File: config.mk
export PLATFORM = sky130hd
export DESIGN_NAME = lcab_front
export DESIGN_NICKNAME = d
export VERILOG_FILES = /design/src/hw/rtl/lcab_pkg.sv /design/src/hw/rtl/lcab_front.sv
export SDC_FILE = /design/constraint.sdc
export NUM_CORES = 1
export LEC_CHECK = 0
export BUFFER_PORTS_ARGS = -buffer_cell sky130_fd_sc_hd__buf_2
export CELL_PAD_IN_SITES_DETAIL_PLACEMENT = 0
export CELL_PAD_IN_SITES_GLOBAL_PLACEMENT = 1
export CORE_MARGIN = 2
export CORE_UTILIZATION = 53
export DETAILED_ROUTE_END_ITERATION = 10
export GPL_TIMING_DRIVEN = 0
export PLACE_DENSITY = 0.93
export SETUP_SLACK_MARGIN = 0.5
export SLEW_MARGIN = 20
export SYNTH_ARGS = -nofsm -noshare
export SYNTH_HDL_FRONTEND = slang
export SYNTH_SLANG_ARGS = --single-unit
File: constraint.sdc
create_clock -name clk -period 2.9 [get_ports clk]
set_input_delay 0.145 -clock clk [delete_from_list [all_inputs] [get_ports clk]]
set_output_delay 0.145 -clock clk [all_outputs]
set_load 0.01 [all_outputs]
File: src/hw/rtl/lcab_pkg.sv
package lcab_pkg;

	localparam int MAX_NODES  = 1024;
	localparam int LOG_LEVELS = 10;
	localparam int NODE_W     = 11;
	localparam int IDX_W      = $clog2(MAX_NODES);
	localparam int LVL_W      = (LOG_LEVELS > 1) ? $clog2(LOG_LEVELS) : 1;
	localparam int DEPTH_W    = LOG_LEVELS;
	localparam int EDGE_MAX   = MAX_NODES - 1;
	localparam int ECNT_W     = $clog2(MAX_NODES);
	localparam int FIFO_DEPTH = 4;
	localparam int FPTR_W     = $clog2(FIFO_DEPTH);

	typedef struct packed {
		logic              is_query;
		logic              ok;        // both ends in range
		logic [NODE_W-1:0] a;
		logic [NODE_W-1:0] b;
	} lcab_item_t;

	function automatic logic in_range(input logic [NODE_W-1:0] n);
		return (n != '0) && (32'(n) <= MAX_NODES);
	endfunction

	function automatic logic [IDX_W-1:0] node_idx(input logic [NODE_W-1:0] n);
		logic [NODE_W:0] t;
		t = {1'b0, n} - (NODE_W+1)'(1);
		return IDX_W'(t);
	endfunction

endpackage

File: src/hw/rtl/lcab_front.sv
module lcab_front (
	input  logic                       clk,
	input  logic                       arst_n,
	input  logic                       in_valid,
	output logic                       in_stall,
	input  logic                       cmd,
	input  logic [lcab_pkg::NODE_W-1:0] node_a,
	input  logic [lcab_pkg::NODE_W-1:0] node_b,
	output logic                       item_valid,
	output lcab_pkg::lcab_item_t        item,
	input  logic                       item_take
);
	import lcab_pkg::*;

	lcab_item_t        fifo_q [FIFO_DEPTH];
	logic [FPTR_W-1:0] wp_q, rp_q;
	logic [FPTR_W:0]   cnt_q;
	logic              push;
	lcab_item_t        new_item;

	assign in_stall   = (cnt_q == (FPTR_W+1)'(FIFO_DEPTH));
	assign item_valid = (cnt_q != '0);
	assign item       = fifo_q[rp_q];
	assign push       = in_valid && !in_stall;

	always_comb begin
		new_item.is_query = cmd;
		new_item.ok       = in_range(node_a) && in_range(node_b);
		new_item.a        = node_a;
		new_item.b        = node_b;
	end

	always_ff @(posedge clk) begin
		if (push) begin
			fifo_q[wp_q] <= new_item;
		end
	end

	always_ff @(posedge clk or negedge arst_n) begin
		if (!arst_n) begin
			wp_q  <= '0;
			rp_q  <= '0;
			cnt_q <= '0;
		end else begin
			if (push) begin
				wp_q <= wp_q + FPTR_W'(1);
			end
			if (item_take) begin
				rp_q <= rp_q + FPTR_W'(1);
			end
			case ({push, item_take})
				2'b10:   cnt_q <= cnt_q + (FPTR_W+1)'(1);
				2'b01:   cnt_q <= cnt_q - (FPTR_W+1)'(1);
				default: cnt_q <= cnt_q;
			endcase
		end
	end

endmodule

## Word-level counts from Yosys, hierarchy flattened

Memory sizes are Yosys's and may differ from the RTL's.
Index checks and enable logic that the tools add are counted.

| operators by class | value |
|---|---|
| magnitude comparators | 2 |
| multiplexer cells | 3 |
| equality and inequality tests | 3 |
| reductions and logical operators | 9 |
| $add $sub $neg | 4 |

Operator list:

| cell | count |
|---|---|
| less-or-equal comparator 11 bit, second input constant | 2 |
| nonzero test 11 bit | 2 |
| one-hot mux 3 bit (2 select lines) | 1 |
| adder 2 x 1 -> 2 bit, second input constant | 2 |
| logical AND 1 bit | 4 |
| adder 3 x 1 -> 3 bit, second input constant | 1 |
| == test 3 bit, second input constant | 1 |
| nonzero test 3 bit | 1 |
| subtractor 3 x 1 -> 3 bit, second input constant | 1 |
| == test 2 x 1 -> 1 bit, second input constant | 1 |
| == test 2 bit, second input constant | 1 |
| 2-to-1 mux 1 bit | 2 |
| nonzero test 2 bit | 1 |
| zero test 1 bit | 1 |

| word-level totals | value |
|---|---|
| register bits after elaboration | 7 |
| input bits | 27 |
| output and inout port bits | 26 |
| bits in writable memories | 96 |
| word-level logic and storage cells | 25 |
| memories | 1 |

Memories:

| memory | depth | bits a word | read ports | clocked after memory_dff | write ports | RTL line | source |
|---|---|---|---|---|---|---|---|
| fifo_q | 4 | 24 | 1 | 0 | 1 | lcab_front.sv:15 | `lcab_item_t fifo_q [FIFO_DEPTH];` |

## Logic depth before layout (Yosys ltp)

| logic depth | value |
|---|---|
| depth in word-level cells | 5 |
| mapped depth | 8 |
| gate-level depth less buffers | 8 |

## Worst setup path after synthesis

Ideal clock, no wire load.

| path | value |
|---|---|
| path type | flip-flop to flip-flop |
| start | register cnt_q[2] |
| end | register cnt_q[2] |
| cell stages (with the launch flop) | 9 |
| setup time | 125 ps |
| setup slack | 1054 ps |
| arrival | 1721 ps |
| clock period less this slack | 1846 ps |
| required time | 2775 ps |
| path buffers | 0 |
| cell sequence | dfrtp_1 > nor3b_2 > nor2b_2 > inv_1 > ha_1 > fa_1 > xnor2_1 > nor2_1 > xor2_1 |

| on the way | value |
|---|---|
| word-level cells in the longest chain between the ends | 5 |
| elaborated cells between the ends (all ways) | 9 |
| those cells by class | add/sub: 2; eq/ne: 3; mux: 1; reduce/logical: 3 |

RTL lines:

| item | RTL line | source |
|---|---|---|
| start: declaration | lcab_front.sv:17 | `logic [FPTR_W:0] cnt_q;` |
| start signal: assignment | lcab_front.sv:52 | `2'b10: cnt_q <= cnt_q + (FPTR_W+1)'(1);` |
| start signal: assignment | lcab_front.sv:53 | `2'b01: cnt_q <= cnt_q - (FPTR_W+1)'(1);` |
| start signal: assignment | lcab_front.sv:54 | `default: cnt_q <= cnt_q;` |
| == test 3 bit * | lcab_front.sv:21 | `assign in_stall = (cnt_q == (FPTR_W+1)'(FIFO_DEPTH));` |
| named net in_stall | lcab_front.sv:5 | `output logic in_stall,` |
| zero test 1 bit * | lcab_front.sv:24 | `assign push = in_valid && !in_stall;` |
| logical AND 1 bit * | lcab_front.sv:24 |  |
| == test 2 x 1 -> 1 bit / == test 2 bit (equally long branches) | lcab_front.sv:51 | `case ({push, item_take})` |
| one-hot mux 3 bit (2 select lines) / nonzero test 2 bit (equally long branches) | -- |  |

The timed path passes the listed nets; every way through them passes the cells marked *.
A chain may end at the register's enable or synchronous reset.

## Worst setup path after layout

| path | value |
|---|---|
| start | register cnt_q[2] |
| end | register cnt_q[2] |

| on the way | value |
|---|---|
| word-level cells in the longest chain between the ends | 5 |
| elaborated cells between the ends (all ways) | 9 |
| those cells by class | add/sub: 2; eq/ne: 3; mux: 1; reduce/logical: 3 |

RTL lines:

| item | RTL line |
|---|---|
| == test 3 bit | lcab_front.sv:21 |
| zero test 1 bit | lcab_front.sv:24 |
| logical AND 1 bit | lcab_front.sv:24 |
| == test 2 x 1 -> 1 bit / == test 2 bit (equally long branches) | lcab_front.sv:51 |
| one-hot mux 3 bit (2 select lines) / nonzero test 2 bit (equally long branches) | -- |

Parallel ways exist; a longest one is shown, timed or not.

==> impl_results.md <==
- # fillers: 514
- Worst vdd ir: 447 uV
- Max Cap Violations: 0
- Post-CTS Repair Setup Buffers: 0
- Final Cycle Share: 68.4%
- Die ar.: 8260 um^2
- Chip width: 90.9 um
- Worst R2R Start: cnt_q[2]
- CTS sink count: 103
- RSZ-0062 raised after global routing: false
- Adder-cell area share of the yosys netlist: 2.07%
- Cts bufs inserted: 9
- Pin count of the biggest net entering global routing: 25
- First-pass GRT wire length: 10.3 mm
- Post-synthesis xor/xnor area fraction: 1.31%
- Async set-reset flop share out of synthesis: 6.80%
- Worst-path clk slew: 0.09 ns
- Main combinational cell family by area after synthesis: multiplexers
- Core area: 7290 um^2
- Mapped Cells: 172
- Startpoint Class: flop
- Total GRT Usage: 17.0%
- Hold_buf cts: 2
- Nets@finish: 270
- Initial Utilization: 54.8%
- Number of H-tree levels: 3
- CTS-repair resized insts: 0
- Worst Setup End Kind: flop
- Ant. Diodes: 0
- Post-DP Area: 4390 um^2
- Post-synth cell types: 24
- Number of detailed-routing iterations run before antenna repair: 4
- Row cnt: 31
- Multi-input logic area: 861 um^2
- Pwr per Cell Area: 1000 nW/um^2
- Final Hold Vio Count: 0
- Cell Area, Synth: 4000 um^2
- Lkg Pwr: 1.67 nW
- Hold path start: node_b[0]
- Skew-Pair Late Insertion Delay: 0.36 ns
- CTS Buffer Depth: 2
- Worst Hold Path Cells: 1
- Final GP Congestion: 0.694
- IO Port Bufs: 52
- FF+latch area: 3060 um^2
- Critical Path AT: 2.27 ns
- Share of cells above drive strength 1: 41.3%
- Overflow after GRT: 0
- Detailed placement HPWL: 4.18 mm
- Syn. warnings: 0
- Die Ht: 90.9 um
- Post-synth EDFFs: 96
- Worst EP required: 3.19 ns
- Worst clock skew: 0.00546 ns
- Final WL: 6.60 mm
- Reg2Reg Depth: 8
- Final instance area: 4690 um^2
- Status: finished clean
- Hold Path Sink: fifo_q[0][0]
- Setup slack, reg-to-reg: 0.92 ns
- Sequential element share of the synthesized area: 76.5%
- Antenna violations before repair: 0
- Vias in the first global route: 1,942
- Yosys reg bits: 103
- Root Driver: clkbuf_8
- Syn Nets: 205
- CTS tree: done
- Initial DRC Count: 143
- Via density: 5.53
- Simple-Gate Fraction of Synth Area: 3.07%
- Final TNS setup: 0 ns
- Worst hold slack: 0.0117 ns
- Relative slew margins: 55.1%
- Hold Path Class: primary input to flop
- Final count of negative-setup-slack endpoints: 0
- Critical setup path kind: flop to flop
- Synth Area in Compound Gates: 0.313%
- Worst slew pin tran: 0.673 ns
- DRT antenna net count: 0
- Mapped Avg Cell Area: 23.2 um^2
- Vias: 1,885
- Ports: 53
- Area Growth Syn to Fin: 17.3%
- Slew Limit Fails: 0
- # DRC: 0
- Crit path max fanout: 7
- Worst r2r dst: cnt_q[2]
- FMAX: 0.504 GHz
- Wire per inst: 19.3 um
- Post-synthesis mux area share: 14.6%
- Period minus WS final: 1.98 ns
- Synth Flop Type: edfxtp_1
[synthesized netlist by cell type, types with 2 or more instances]
cell	instances	share of area, %
inv_1	5	0.47
buf_2	3	0.38
dfrtp_1	7	4.4
nor4_1	4	0.63
mux4_1	6	3.9
a31oi_1	2	0.31
and2_1	4	0.63
xnor2_1	4	0.88
edfxtp_1	96	72
xor2_1	2	0.44
nor2_1	3	0.28
ha_1	5	1.6
mux2_2	2	0.56
buf_12	2	1.0
mux4_2	18	10
[registers in the layout (all words and copies together) (netlist names)]
| signal | flops |
|---|---|
| fifo_q | 96 |
| rp_q | 2 |
| cnt_q | 3 |
| wp_q | 2 |
[kinds of logic after synthesis]
logic type / Yosys count
xor+xnor: 6
compound gates: 2
flops: 103
mux: 26
fa+ha+maj: 6
buf+inv: 11
simple gates: 18
[through the flow]
| step | power [mW] | cells | utilization, % | setup WS, ns |
|---|---|---|---|---|
| 6_report | 4.70 | 341 | 64.3 | 0.916 |
| 5_1_grt | 4.92 | 341 | 64.3 | 0.766 |
| 4_1_cts | 4.75 | 341 | 64.3 | 0.893 |
| 3_5_place_dp | 3.56 | 323 | 60.2 | 0.915 |
| 3_3_place_gp | 3.51 | 323 | 60.1 | 0.647 |
| 2_1_floorplan | 3.07 | 172 | - | 1.05 |
[worst max path at each step]
stage / endpoint / start / slack (ns) / cells after the start
2_1_floorplan: cnt_q[2] / cnt_q[2] / 1.05 / 8
3_3_place_gp: fifo_q[0][20] / cnt_q[2] / 0.65 / 3
3_5_place_dp: cnt_q[2] / cnt_q[2] / 0.91 / 8
4_1_cts: cnt_q[2] / cnt_q[2] / 0.89 / 8
5_1_grt: cnt_q[2] / cnt_q[2] / 0.77 / 8
6_report: cnt_q[2] / cnt_q[2] / 0.92 / 8
[cell usage in the layout (no fill, tap or decap)]
cell type and instances:
edfxtp_1 96, buf_2 55, mux4_2 18, clkbuf_8 9, dfrtp_1 7, mux4_1 6, inv_1 5, ha_1 5
bufinv_16 5, and2_2 4, nor4_1 4, xnor2_1 4, nor2_1 3, buf_12 2, a31oi_1 2, xor2_1 2
mux2_2 2, dlygate4sd3_1 2, buf_6 1, nor3b_2 1, nor2b_2 1, or3_1 1, and4_1 1, nand4_1 1
nor4b_2 1, nand2_1 1, fa_1 1, clkinv_1 1, clkinv_2 1
[report_power, final]
group	switching, mW	internal, mW	leakage, nW
clock	0.458	0.743	0.141
sequential	0.0967	1.98	0.962
combinational	0.731	0.691	0.568
[final cells by class]
cell class                 count  area share (%)
sequential                   103            65.2
multi-input combinational     58            18.4
timing repair buffer          54            5.97
clock inverter                 7            3.39
clock buffer                   9            2.64
tap                           99            2.64
buffer                         6            1.41
inverter                       5           0.400
[worst max-delay path, stage by stage (launching register included)]
cell	delay (ns)
dfrtp_1	0.40
nor3b_2	0.17
nor2b_2	0.26
inv_1	0.07
ha_1	0.22
fa_1	0.38
xnor2_1	0.13
nor2_1	0.12
xor2_1	0.15
[layer usage]
layer / part of all wire, % / global-route usage [%] / up-vias / wire [um]
li1: - / - / 844 / -
met1: 43 / 23.4 / 958 / 2860
met2: 50 / 27.4 / 74 / 3300
met3: 5.1 / 3.26 / 9 / 335
met4: 1.5 / 6.82 / 0 / 100
met5: 0 / 0 / - / 0
Note: power is estimated with default switching activity, not from simulation.
